==> config.mk <==
export PLATFORM = sky130hd
export DESIGN_NAME = lcd_draw_command_translator
export DESIGN_NICKNAME = d
export VERILOG_FILES = /design/src/hw/rtl/lcdt_pkg.sv /design/src/hw/rtl/lcdt_front.sv /design/src/hw/rtl/lcdt_queue.sv /design/src/hw/rtl/lcdt_back.sv /design/src/hw/rtl/lcd_draw_command_translator.sv
export SDC_FILE = /design/constraint.sdc
export NUM_CORES = 1
export LEC_CHECK = 0
export ABC_AREA = 1
export BUFFER_PORTS_ARGS = -buffer_cell sky130_fd_sc_hd__buf_2
export CORE_MARGIN = 2
export CORE_UTILIZATION = 25
export DETAILED_ROUTE_END_ITERATION = 8
export SYNTH_ARGS = -nofsm -noshare
export SYNTH_HDL_FRONTEND = slang
export SYNTH_SLANG_ARGS = --single-unit
==> constraint.sdc <==
create_clock -name clk -period 4.8 [get_ports clk]
set_input_delay 0.48 -clock clk [delete_from_list [all_inputs] [get_ports clk]]
set_output_delay 0.48 -clock clk [all_outputs]
set_load 0.02 [all_outputs]
==> src/hw/rtl/lcdt_pkg.sv <==
// Shared types and constants for the LCD draw command translator.
// Used by lcdt_front, lcdt_queue, lcdt_back, the top level and the checker.
// No dependencies.
`default_nettype none

package lcdt_pkg;

  localparam int DEF_PANEL_WIDTH  = 240;
  localparam int DEF_PANEL_HEIGHT = 320;
  localparam int DEF_QUEUE_DEPTH  = 2;

  // Coordinates after clamping fit panels up to 1024 on a side.
  localparam int COORD_W = 10;
  localparam int CNT_W   = 17;
  localparam logic [CNT_W-1:0] CNT_MAX = '1;

  localparam logic [7:0] REG_ENTRY  = 8'h03;
  localparam logic [7:0] REG_ADDR_X = 8'h20;
  localparam logic [7:0] REG_ADDR_Y = 8'h21;
  localparam logic [7:0] REG_DATA   = 8'h22;
  localparam logic [7:0] REG_HSTART = 8'h50;
  localparam logic [7:0] REG_HEND   = 8'h51;
  localparam logic [7:0] REG_VSTART = 8'h52;
  localparam logic [7:0] REG_VEND   = 8'h53;

  localparam logic [15:0] ENTRY_LANDSCAPE      = 16'h1028;
  localparam logic [15:0] ENTRY_PORTRAIT_FLIP  = 16'h1000;
  localparam logic [15:0] ENTRY_LANDSCAPE_FLIP = 16'h1018;
  localparam logic [15:0] ENTRY_DEFAULT        = 16'h1030;

  localparam logic [1:0] ORIENT_PORTRAIT       = 2'd0;
  localparam logic [1:0] ORIENT_LANDSCAPE      = 2'd1;
  localparam logic [1:0] ORIENT_PORTRAIT_FLIP  = 2'd2;
  localparam logic [1:0] ORIENT_LANDSCAPE_FLIP = 2'd3;
  localparam logic [1:0] ORIENT_RESET          = ORIENT_LANDSCAPE;

  localparam logic CMD_PIXEL = 1'b0;
  localparam logic CMD_FILL  = 1'b1;

  // Classified command: clamped, ordered corners in logical coordinates.
  typedef struct packed {
    logic               cmd;
    logic [1:0]         orient;
    logic [COORD_W-1:0] x0;
    logic [COORD_W-1:0] x1;
    logic [COORD_W-1:0] y0;
    logic [COORD_W-1:0] y1;
    logic [15:0]        color;
  } cmd_entry_t;

endpackage

`default_nettype wire

==> src/hw/rtl/lcdt_front.sv <==
// Front part: classifies a drawing command, drops off-screen pixels,
// clamps and orders rectangle corners. Depends on lcdt_pkg.
`default_nettype none

module lcdt_front #(
  parameter int PANEL_WIDTH  = lcdt_pkg::DEF_PANEL_WIDTH,
  parameter int PANEL_HEIGHT = lcdt_pkg::DEF_PANEL_HEIGHT
) (
  input  wire logic               in_valid,
  output logic                    in_ready,
  input  wire logic               command,
  input  wire logic signed [15:0] x_first,
  input  wire logic signed [15:0] y_first,
  input  wire logic signed [15:0] x_second,
  input  wire logic signed [15:0] y_second,
  input  wire logic [15:0]        color,
  input  wire logic [1:0]         orientation,
  output logic                    push,
  output lcdt_pkg::cmd_entry_t    entry,
  input  wire logic               q_ready
);

  localparam logic [lcdt_pkg::COORD_W-1:0] PW_M1 = lcdt_pkg::COORD_W'(PANEL_WIDTH - 1);
  localparam logic [lcdt_pkg::COORD_W-1:0] PH_M1 = lcdt_pkg::COORD_W'(PANEL_HEIGHT - 1);

  function automatic logic above(input logic signed [15:0] v,
                                 input logic [lcdt_pkg::COORD_W-1:0] hi);
    logic signed [16:0] hs;
    hs = $signed({{(17 - lcdt_pkg::COORD_W){1'b0}}, hi});
    return 17'(v) > hs;
  endfunction

  function automatic logic [lcdt_pkg::COORD_W-1:0] clamp(
      input logic signed [15:0] v, input logic [lcdt_pkg::COORD_W-1:0] hi);
    logic [lcdt_pkg::COORD_W-1:0] r;
    if (v[15]) begin
      r = '0;
    end else if (above(v, hi)) begin
      r = hi;
    end else begin
      r = v[lcdt_pkg::COORD_W-1:0];
    end
    return r;
  endfunction

  logic [lcdt_pkg::COORD_W-1:0] x_hi, y_hi;
  logic [lcdt_pkg::COORD_W-1:0] cx0, cx1, cy0, cy1;
  logic                         on_screen;

  assign x_hi = orientation[0] ? PH_M1 : PW_M1;
  assign y_hi = orientation[0] ? PW_M1 : PH_M1;

  assign cx0 = clamp(x_first, x_hi);
  assign cy0 = clamp(y_first, y_hi);
  assign cx1 = clamp(x_second, x_hi);
  assign cy1 = clamp(y_second, y_hi);

  assign on_screen = !x_first[15] && !y_first[15] &&
                     !above(x_first, x_hi) && !above(y_first, y_hi);

  assign in_ready = q_ready;
  assign push     = in_valid && q_ready && (command == lcdt_pkg::CMD_FILL || on_screen);

  always_comb begin
    entry.cmd    = command;
    entry.orient = orientation;
    entry.color  = color;
    if (command == lcdt_pkg::CMD_PIXEL) begin
      entry.x0 = cx0;
      entry.x1 = cx0;
      entry.y0 = cy0;
      entry.y1 = cy0;
    end else begin
      entry.x0 = (cx1 < cx0) ? cx1 : cx0;
      entry.x1 = (cx1 < cx0) ? cx0 : cx1;
      entry.y0 = (cy1 < cy0) ? cy1 : cy0;
      entry.y1 = (cy1 < cy0) ? cy0 : cy1;
    end
  end

endmodule

`default_nettype wire

==> src/hw/rtl/lcdt_queue.sv <==
// Short queue of classified commands between front and back parts.
// Depends on lcdt_pkg.
`default_nettype none

module lcdt_queue #(
  parameter int DEPTH = lcdt_pkg::DEF_QUEUE_DEPTH
) (
  input  wire logic                 clk,
  input  wire logic                 rst,
  input  wire logic                 push,
  input  wire lcdt_pkg::cmd_entry_t push_entry,
  output logic                      q_ready,
  input  wire logic                 pop,
  output logic                      q_valid,
  output lcdt_pkg::cmd_entry_t      head
);

  localparam int PTR_W = (DEPTH > 1) ? $clog2(DEPTH) : 1;
  localparam int CNT_W = $clog2(DEPTH + 1);
  localparam logic [PTR_W-1:0] PTR_LAST = PTR_W'(DEPTH - 1);

  lcdt_pkg::cmd_entry_t slots [DEPTH];
  logic [PTR_W-1:0]     wr_ptr, rd_ptr;
  logic [CNT_W-1:0]     count;

  assign q_ready = count != CNT_W'(DEPTH);
  assign q_valid = count != '0;
  assign head    = slots[rd_ptr];

  always_ff @(posedge clk) begin
    if (push) begin
      slots[wr_ptr] <= push_entry;
    end
  end

  always_ff @(posedge clk) begin
    if (rst) begin
      wr_ptr <= '0;
      rd_ptr <= '0;
      count  <= '0;
    end else begin
      if (push) begin
        wr_ptr <= (wr_ptr == PTR_LAST) ? '0 : wr_ptr + 1'b1;
      end
      if (pop) begin
        rd_ptr <= (rd_ptr == PTR_LAST) ? '0 : rd_ptr + 1'b1;
      end
      if (push && !pop) begin
        count <= count + 1'b1;
      end else if (pop && !push) begin
        count <= count - 1'b1;
      end
    end
  end

endmodule

`default_nettype wire

==> src/hw/rtl/lcdt_back.sv <==
// Back part: rotates a classified command and sequences the controller
// register writes into a registered output. Depends on lcdt_pkg.
`default_nettype none

module lcdt_back #(
  parameter int PANEL_WIDTH  = lcdt_pkg::DEF_PANEL_WIDTH,
  parameter int PANEL_HEIGHT = lcdt_pkg::DEF_PANEL_HEIGHT
) (
  input  wire logic                 clk,
  input  wire logic                 rst,
  input  wire logic                 q_valid,
  input  wire lcdt_pkg::cmd_entry_t head,
  output logic                      pop,
  output logic                      out_valid,
  input  wire logic                 out_ready,
  output logic [7:0]                reg_addr,
  output logic [15:0]               reg_value,
  output logic [lcdt_pkg::CNT_W-1:0] repeat_count,
  output logic                      last
);

  localparam int CW = lcdt_pkg::COORD_W;
  localparam logic [CW-1:0] PW_M1 = CW'(PANEL_WIDTH - 1);
  localparam logic [CW-1:0] PH_M1 = CW'(PANEL_HEIGHT - 1);

  localparam logic [3:0] S_ENTRY     = 4'd0;
  localparam logic [3:0] S_HSTART    = 4'd1;
  localparam logic [3:0] S_HEND      = 4'd2;
  localparam logic [3:0] S_VSTART    = 4'd3;
  localparam logic [3:0] S_VEND      = 4'd4;
  localparam logic [3:0] S_ADDR_X    = 4'd5;
  localparam logic [3:0] S_ADDR_Y    = 4'd6;
  localparam logic [3:0] S_DATA      = 4'd7;
  localparam logic [3:0] S_RST_ENTRY = 4'd8;
  localparam logic [3:0] S_RST_HS    = 4'd9;
  localparam logic [3:0] S_RST_HE    = 4'd10;
  localparam logic [3:0] S_RST_VS    = 4'd11;
  localparam logic [3:0] S_RST_VE    = 4'd12;
  localparam logic [3:0] S_PX_X      = 4'd13;
  localparam logic [3:0] S_PX_Y      = 4'd14;
  localparam logic [3:0] S_PX_DATA   = 4'd15;

  logic          busy;
  logic [3:0]    step;
  logic [1:0]    orient;
  logic [CW-1:0] ax0, ax1, ay0, ay1;
  logic [CW:0]   w, h;
  logic [15:0]   color;
  logic [lcdt_pkg::CNT_W-1:0] cnt;

  logic [CW-1:0] ax0_next, ax1_next, ay0_next, ay1_next;
  logic [3:0]    start_step;
  logic          step_last, advance;
  logic [2*CW+1:0] prod;

  logic [7:0]  w_addr;
  logic [15:0] w_value;
  logic        w_burst;

  always_comb begin
    unique case (head.orient)
      lcdt_pkg::ORIENT_LANDSCAPE: begin
        ax0_next = PW_M1 - head.y1;
        ax1_next = PW_M1 - head.y0;
        ay0_next = head.x0;
        ay1_next = head.x1;
      end
      lcdt_pkg::ORIENT_PORTRAIT_FLIP: begin
        ax0_next = PW_M1 - head.x1;
        ax1_next = PW_M1 - head.x0;
        ay0_next = PH_M1 - head.y1;
        ay1_next = PH_M1 - head.y0;
      end
      lcdt_pkg::ORIENT_LANDSCAPE_FLIP: begin
        ax0_next = head.y0;
        ax1_next = head.y1;
        ay0_next = PH_M1 - head.x1;
        ay1_next = PH_M1 - head.x0;
      end
      default: begin
        ax0_next = head.x0;
        ax1_next = head.x1;
        ay0_next = head.y0;
        ay1_next = head.y1;
      end
    endcase
  end

  always_comb begin
    if (head.cmd == lcdt_pkg::CMD_PIXEL) begin
      start_step = S_PX_X;
    end else if (head.orient == lcdt_pkg::ORIENT_PORTRAIT) begin
      start_step = S_HSTART;
    end else begin
      start_step = S_ENTRY;
    end
  end

  assign step_last = (step == S_RST_VE) || (step == S_PX_DATA);
  assign advance   = busy && (!out_valid || out_ready);
  assign pop       = q_valid && (!busy || (advance && step_last));
  assign prod      = w * h;

  always_comb begin
    w_burst = 1'b0;
    unique case (step)
      S_ENTRY: begin
        w_addr = lcdt_pkg::REG_ENTRY;
        unique case (orient)
          lcdt_pkg::ORIENT_LANDSCAPE:     w_value = lcdt_pkg::ENTRY_LANDSCAPE;
          lcdt_pkg::ORIENT_PORTRAIT_FLIP: w_value = lcdt_pkg::ENTRY_PORTRAIT_FLIP;
          default:                        w_value = lcdt_pkg::ENTRY_LANDSCAPE_FLIP;
        endcase
      end
      S_HSTART:    begin w_addr = lcdt_pkg::REG_HSTART; w_value = 16'(ax0); end
      S_HEND:      begin w_addr = lcdt_pkg::REG_HEND;   w_value = 16'(ax1); end
      S_VSTART:    begin w_addr = lcdt_pkg::REG_VSTART; w_value = 16'(ay0); end
      S_VEND:      begin w_addr = lcdt_pkg::REG_VEND;   w_value = 16'(ay1); end
      S_ADDR_X:    begin w_addr = lcdt_pkg::REG_ADDR_X; w_value = 16'(ax0); end
      S_ADDR_Y:    begin w_addr = lcdt_pkg::REG_ADDR_Y; w_value = 16'(ay0); end
      S_DATA: begin
        w_addr  = lcdt_pkg::REG_DATA;
        w_value = color;
        w_burst = 1'b1;
      end
      S_RST_ENTRY: begin w_addr = lcdt_pkg::REG_ENTRY;  w_value = lcdt_pkg::ENTRY_DEFAULT; end
      S_RST_HS:    begin w_addr = lcdt_pkg::REG_HSTART; w_value = '0; end
      S_RST_HE:    begin w_addr = lcdt_pkg::REG_HEND;   w_value = 16'(PW_M1); end
      S_RST_VS:    begin w_addr = lcdt_pkg::REG_VSTART; w_value = '0; end
      S_RST_VE:    begin w_addr = lcdt_pkg::REG_VEND;   w_value = 16'(PH_M1); end
      S_PX_X:      begin w_addr = lcdt_pkg::REG_ADDR_X; w_value = 16'(ax0); end
      S_PX_Y:      begin w_addr = lcdt_pkg::REG_ADDR_Y; w_value = 16'(ay0); end
      S_PX_DATA:   begin w_addr = lcdt_pkg::REG_DATA;   w_value = color; end
      default:     begin w_addr = lcdt_pkg::REG_DATA;   w_value = color; end
    endcase
  end

  always_ff @(posedge clk) begin
    if (pop) begin
      orient <= head.orient;
      color  <= head.color;
      ax0    <= ax0_next;
      ax1    <= ax1_next;
      ay0    <= ay0_next;
      ay1    <= ay1_next;
      w      <= {1'b0, head.x1} - {1'b0, head.x0} + 1'b1;
      h      <= {1'b0, head.y1} - {1'b0, head.y0} + 1'b1;
    end
    cnt <= (prod > (2*CW+2)'(lcdt_pkg::CNT_MAX)) ? lcdt_pkg::CNT_MAX
                                                 : prod[lcdt_pkg::CNT_W-1:0];
    if (advance) begin
      reg_addr     <= w_addr;
      reg_value    <= w_value;
      repeat_count <= w_burst ? cnt : lcdt_pkg::CNT_W'(1);
      last         <= step_last;
    end
  end

  always_ff @(posedge clk) begin
    if (rst) begin
      busy      <= 1'b0;
      step      <= S_ENTRY;
      out_valid <= 1'b0;
    end else begin
      if (pop) begin
        busy <= 1'b1;
        step <= start_step;
      end else if (advance) begin
        busy <= !step_last;
        step <= step + 1'b1;
      end
      if (advance) begin
        out_valid <= 1'b1;
      end else if (out_ready) begin
        out_valid <= 1'b0;
      end
    end
  end

endmodule

`default_nettype wire

==> src/hw/rtl/lcd_draw_command_translator.sv <==
// Top level of the LCD draw command translator: orientation register,
// front classifier, command queue and write sequencer.
// Depends on lcdt_pkg, lcdt_front, lcdt_queue, lcdt_back.
//
//   channel   direction   handshake              payload
//   in        input       in_valid / in_ready    command, x/y first, x/y second, color
//   out       output      out_valid / out_ready  reg_addr, reg_value, repeat_count, last
//   cfg       input       cfg_valid / cfg_ready  cfg_data (orientation)
//
// One register write leaves per cycle unless the output stalls; a fill in
// portrait skips the entry-mode write. The write sequencer sets the rate, and a
// queued command is popped as the last write of the previous one is registered.
// A command goes via a queue slot and the sequencer state to the output register.
// Off-screen pixels are dropped at the front: accepted, but never queued.
// Reset sets orientation to landscape and empties queue and sequencer.
// A stalled output holds the sequencer; input keeps flowing until the queue fills.
`default_nettype none

module lcd_draw_command_translator #(
  parameter int PANEL_WIDTH  = lcdt_pkg::DEF_PANEL_WIDTH,
  parameter int PANEL_HEIGHT = lcdt_pkg::DEF_PANEL_HEIGHT,
  parameter int QUEUE_DEPTH  = lcdt_pkg::DEF_QUEUE_DEPTH
) (
  input  wire logic               clk,
  input  wire logic               rst,
  input  wire logic               in_valid,
  output logic                    in_ready,
  input  wire logic               command,
  input  wire logic signed [15:0] x_first,
  input  wire logic signed [15:0] y_first,
  input  wire logic signed [15:0] x_second,
  input  wire logic signed [15:0] y_second,
  input  wire logic [15:0]        color,
  output logic                    out_valid,
  input  wire logic               out_ready,
  output logic [7:0]              reg_addr,
  output logic [15:0]             reg_value,
  output logic [16:0]             repeat_count,
  output logic                    last,
  input  wire logic               cfg_valid,
  output logic                    cfg_ready,
  input  wire logic [1:0]         cfg_data
);

  logic [1:0]           orientation;
  logic                 push, pop, q_ready, q_valid;
  lcdt_pkg::cmd_entry_t push_entry, head;

  assign cfg_ready = 1'b1;

  always_ff @(posedge clk) begin
    if (rst) begin
      orientation <= lcdt_pkg::ORIENT_RESET;
    end else if (cfg_valid) begin
      orientation <= cfg_data;
    end
  end

  lcdt_front #(
    .PANEL_WIDTH  (PANEL_WIDTH),
    .PANEL_HEIGHT (PANEL_HEIGHT)
  ) u_front (
    .in_valid    (in_valid),
    .in_ready    (in_ready),
    .command     (command),
    .x_first     (x_first),
    .y_first     (y_first),
    .x_second    (x_second),
    .y_second    (y_second),
    .color       (color),
    .orientation (orientation),
    .push        (push),
    .entry       (push_entry),
    .q_ready     (q_ready)
  );

  lcdt_queue #(
    .DEPTH (QUEUE_DEPTH)
  ) u_queue (
    .clk        (clk),
    .rst        (rst),
    .push       (push),
    .push_entry (push_entry),
    .q_ready    (q_ready),
    .pop        (pop),
    .q_valid    (q_valid),
    .head       (head)
  );

  lcdt_back #(
    .PANEL_WIDTH  (PANEL_WIDTH),
    .PANEL_HEIGHT (PANEL_HEIGHT)
  ) u_back (
    .clk          (clk),
    .rst          (rst),
    .q_valid      (q_valid),
    .head         (head),
    .pop          (pop),
    .out_valid    (out_valid),
    .out_ready    (out_ready),
    .reg_addr     (reg_addr),
    .reg_value    (reg_value),
    .repeat_count (repeat_count),
    .last         (last)
  );

endmodule

`default_nettype wire

## Word level (Yosys, flattened, before mapping)

Memory sizes are Yosys's and may differ from the RTL's. A register that Yosys moved wholly into a read port is not among the register bits.
Index checks and enable logic that the tools add are counted.

- Register bits after elaboration: 151
- Latch bits: 0
- RAM bits: 118
- Bits in read-only memories: 0
- Bits of input ports: 88
- Output and inout port bits: 45
- Memories kept: 1

Memories:

| name | depth | width | read ports | clocked after memory_dff | wr ports | line | RTL |
|---|---|---|---|---|---|---|---|
| u_queue.slots | 2 | 59 | 1 | 1 | 1 | lcdt_queue.sv:22 | `lcdt_pkg::cmd_entry_t slots [DEPTH];` |

- Add/subtract/negate cells: 17
- Multiply operators: 1
- Div/mod/pow operators: 0
- Magnitude comparators: 7
- Eq/ne operators: 21
- Shifts and indexed selects: 0
- Mux-type cells: 39
- Bitwise gates (word level): 0
- Reduce and logical (&&, ||, !) cells: 40

Operators with widths:

| operator | number |
|---|---|
| 16-bit one-hot mux with 10 select lines | 1 |
| 10-bit 2-to-1 mux | 12 |
| 10-bit one-hot mux with 3 select lines | 4 |
| 16-bit by 10-bit > comparator with 1-bit output | 4 |
| 8-bit one-hot mux with 8 select lines | 1 |
| 40-bit 2-to-1 mux | 1 |
| 8-bit by 10-bit subtractor with 10-bit output, first input constant | 4 |
| 9-bit by 10-bit subtractor with 10-bit output, first input constant | 4 |
| 4-bit equality test, second input constant | 8 |
| 11-bit by 1-bit adder with 11-bit output, second input constant | 2 |
| 22-bit by 17-bit > comparator with 1-bit output, second input constant | 1 |
| 11-bit by 11-bit multiplier with 22-bit output | 1 |
| 10-bit by 10-bit subtractor with 11-bit output | 2 |
| 10-bit < comparator | 2 |
| 9-bit 2-to-1 mux | 2 |
| 2-bit OR reduction | 9 |
| 4-bit by 3-bit equality test with 1-bit output, second input constant | 4 |
| 1-bit 2-to-1 mux | 12 |
| 4-bit 2-to-1 mux | 3 |
| 6-bit one-hot mux with 2 select lines | 1 |
| 1-bit logical AND | 10 |
| 1-bit zero test | 9 |
| 4-bit by 2-bit equality test with 1-bit output, second input constant | 2 |
| 2-bit nonzero test | 4 |
| 13 further kinds | 22 |

## Depth between registers and ports, before layout

- Depth in word-level cells: 11
- Depth in mapped cells: 24
- Mapped depth without buffers: 23

## Cells and area by module

Synthesis repeated with hierarchy kept, for this count alone.

- Cells, all modules: 2021
- Area, all modules: 18699.2 um^2

Modules (own cells, without submodules):

| module | times used | cells each | area an instance (um^2) |
|---|---|---|---|
| lcdt_back | 1 | 1367 | 11818.8 |
| lcdt_queue | 1 | 217 | 4529.3 |
| lcdt_front | 1 | 423 | 2260.9 |
| lcd_draw_command_translator | 1 | 14 | 90.1 |

## Least setup slack after synthesis

Ideal clock, no wire load.

- Kind: reg2reg
- Start: register u_back.h[10]
- End: register u_back.cnt[10] (netlist name)
- Arrival: 4.971 ns
- Data required time: 4.679 ns
- Path slack: -0.292 ns
- Stages on the path, launching flop included: 21
- Path buffers: 2
- Cell sequence: edfxtp_1 clkbuf_1 nand2_1 fa_1 fa_1 inv_1 fa_1 fa_1 inv_1 fa_1 inv_1 ha_1 a21oi_1 o21ai_0 a21oi_1 o21ai_0 xnor2_1 nand3_1 nor2_4 buf_4 nand3_1

- Word-level cells in the longest chain between the ends: 2

RTL lines:

| item | line | RTL |
|---|---|---|
| start, declared | lcdt_back.sv:47 | `logic [CW:0] w, h;` |
| start signal, assigned | lcdt_back.sv:147 | `h <= {1'b0, head.y1} - {1'b0, head.y0} + 1'b1;` |
| 11-bit by 11-bit multiplier with 22-bit output (*) | lcdt_back.sv:102 | `assign prod = w * h;` |
| 22-bit by 17-bit > comparator with 1-bit output | lcdt_back.sv:149 | `cnt <= (prod > (2*CW+2)'(lcdt_pkg::CNT_MAX)) ? lcdt_pkg::CNT_MAX` |
| end signal, assigned | lcdt_back.sv:149 |  |
| end, declared | lcdt_back.sv:49 | `logic [lcdt_pkg::CNT_W-1:0] cnt;` |

Every way passes the cells marked *; elsewhere a longest branch is shown, timed or not.
A chain may end at the register's enable or synchronous reset.

## Worst setup path after layout

- Start: register u_back.w[7]
- End: register u_back.cnt[4] (netlist name)

- Word-level cells in the longest chain between the ends: 2

RTL lines:

| item | line | RTL |
|---|---|---|
| start, declared | lcdt_back.sv:47 |  |
| start signal, assigned | lcdt_back.sv:146 | `w <= {1'b0, head.x1} - {1'b0, head.x0} + 1'b1;` |
| 11-bit by 11-bit multiplier with 22-bit output | lcdt_back.sv:102 |  |
| 22-bit by 17-bit > comparator with 1-bit output | lcdt_back.sv:149 |  |

No other way between the ends.

==> impl_metrics.toml <==
[logic_synthesis]
synth_flop_cell = "edfxtp_1"
synthArstFlopShare_pct = 0
yosysTopAreaCell = "edfxtp_1"
syn_area_sq_mm = 0.0182
ys_seq_area_share_pct = 42.3
syn_area_per_cell_sq_um = 9.13
yosys_warnings = 0
synth_cell_type_count = 57
synth_edf_count = 236
synth_area_leaders = "edfxtp_1, ha_1, nand2_1"
netlist_instances = 1988
ys_ff_latch = 266
synth_top_area_share_pct = 39.0

[place]
dp_hpwl_um = 33000
numPortBuffers = 128
place_area_sq_mm = 0.0204
routabilityCongestion = 0.868

[global_routing]
grt_use_total_pct = 11.2
met2_usage_pct = 18.3
antenna_found_initial = 1
grt_pass1_wl_um = 67800
top_usage_layer = "met2"
grt_max_degree = 71
met3_usage_pct = 1.58
grt_pass1_vias = 13000
grt_use_met1_pct = 15.7
overflow = 0

[routing]
totalWireLength_um = 42500
first_pass_iters = 5
first_iter_violations = 866
wire_per_inst_um = 13.4
vias = 13700
viasPerCell = 4.31
drc = 0
ant_nets = 0

[timing]
fin_crit_ps = 5000
drv_slew = 0
final.period_utilization_pct = 104
setup_tns_ps = -2980
hold_violations = 0
worst_slew_pin_slew_ps = 1160
setup_viol = 17
clock_skew_ps = 63.5
fin_ws_ps = -198
relSlewSlack_pct = 23.0
fmax_ghz = 0.200
rsz0062_at_grt = "yes"

[clock_network]
clk_latency_ps = 590
cts.sink_count = 266
root_buffer = "clkbuf_16"
numCtsBuffers = 28
htreeDepth = 1
cts.clk_slew.worst_paths_ps = 60
cts_tree = "built"
cts_max_path_buffers = 3

[worst_setup_path]
critPathCaptureType = "flop"
critPathArrivalTime_ps = 5420
required_ps = 5220
critPathKind = "reg -> reg"
startpoint_type = "flop"
critPathMaxFanout = 8

[layout]
drive_above_1_share_pct = 17.6
stdcell_area_sq_mm = 0.0218
nets = 2508
antennaDiodeCount = 0
synthToLayoutAreaGrowth_pct = 20.0

[die]
die_w_um = 273
die-area_sq_mm = 0.0748
rows = 98
fp.coreArea_sq_mm = 0.0717
start_util_pct = 25.3
die_h_um = 273
pin_count = 133

[min_path]
min_path_type = "in -> reg"

[run_status]
status = "finished, violations left"
violations = "setup timing"

[flow_run]
maxCapViolations = 0
==> cell families after synthesis <==
kind of cell	after synthesis	share of synthesized area, %
fa+ha+maj	225	18.9
xor+xnor	45	2.17
compound gates	292	9.41
flops	266	42.3
mux	22	1.35
simple gates	680	15.7
other cells	2	0.0414
buf+inv	456	10.1
==> worst max-delay path, cell delays in order (launching register included) <==
cell and delay (ps):
edfxtp_1 450, buf_4 170, buf_4 130, nand2_1 70, fa_1 440, fa_1 540
fa_1 440, fa_1 500, fa_1 540, inv_1 40, ha_2 360, nand2_4 70
nor2_4 140, nand2_2 80, o21ai_2 150, xnor2_1 160, nand3_2 120, nor2_4 190
clkbuf_16 170, nand3b_1 60
==> synth_stat cells, drive strengths merged (5+ instances only) <==
master	count
o221ai	12
nand3b	5
o22ai	9
a211oi	5
fa	82
nor2	98
inv	387
nor3	9
xnor2	19
nand3	67
o21ai	144
dfxtp	30
ha	143
a21oi	86
buf	33
a221oi	5
nand2	452
edfxtp	236
o211ai	8
mux2	17
nand4	39
xor2	26
clkbuf	34
mux2i	5
==> routing by layer <==
metal / vias to the layer above / share of wire [%]
met3: 51 / 4.8
met5: - / 0
met1: 6382 / 47
met2: 318 / 46
met4: 0 / 1.8
li1: 6912 / -
==> metrics by stage <==
step,util [%],std cells,hold slack (ps),worst slack [ps]
2_1_floorplan,-,2002,420,31.0
3_3_place_gp,28.4,3095,430,-100
3_5_place_dp,28.4,3095,430,-177
4_1_cts,29.9,3153,36.3,-178
5_1_grt,30.4,3167,39.2,-368
6_report,30.4,3167,71.8,-198
==> flip-flops by register name, indices dropped and copies added, names as in the netlist, 2 cells and up, named ones only <==
signal	count
orientation	2
u_back.cnt	17
u_back.ax1	10
u_back.ax0	10
u_queue.count	2
u_back.repeat_count	17
u_back.h	11
u_back.w	11
u_back.color	16
u_back.ay1	10
u_back.ay0	10
u_back.reg_addr	4
u_back.reg_value	16
u_queue.slots	118
u_back.orient	2
u_back.step	4
==> final timing paths <==
path	to	cells past startpoint	slack (ps)	from
setup / recovery	u_back.cnt[4]$_SDFF_PN1_	19	-200	u_back.w[7]$_DFFE_PP_
hold / removal	u_queue.slots[0][0]$_DFFE_PP_	1	70	color[0]
setup reg to reg	u_back.cnt[4]$_SDFF_PN1_	19	-200	u_back.w[7]$_DFFE_PP_
hold reg to reg	flop	1	440	u_queue.rd_ptr$_SDFFE_PP0P_
==> cell type report <==
cell class | instances | area, sq um
flip-flops and latches | 266 | 7690
fillers | 7503 | 49900
clock inverters | 19 | 223
repair buffers | 230 | 1480
inverters | 389 | 1460
clock buffers | 33 | 739
multi-input cells | 1280 | 9000
well taps | 950 | 1190
==> placed cells by master (no fill, tap or decap), types with 6 or more instances in the layout <==
cell type  Yosys  final
a21oi_1       84     72
a21oi_2        1     11
buf_2         10    128
buf_4         15     94
clkbuf_16      0     29
clkinv_2       0      6
conb_1         2     16
dfxtp_1       30     29
edfxtp_1     236    236
fa_1          82     81
ha_1         143    130
ha_4           0     10
inv_1        385    377
inv_2          2      9
mux2_2        17     17
nand2_1      446    436
nand2_2        4     13
nand3_1       65     62
nand4_1       39     39
nor2_1        93     88
nor2_4         2      6
nor3_1         9      8
o211ai_1       8      8
o21ai_0      105     99
o21ai_1       26     27
o21ai_2       13     17
o221ai_1      12     12
o22ai_1        9      9
xnor2_1       19     19
xor2_1        26     26
==> timing repair <==
item / in CTS / in global routing
setup endpoints to repair: 17 / 17
hold buffers: 0 / 0
setup buffers: 6 / 13
resized for setup: 18 / 47
gates cloned: 0 / 1
pin swaps: 1 / 38
Power is not shown: default switching activity piles up to over one toggle a cycle in this logic, so the estimate is an artifact.
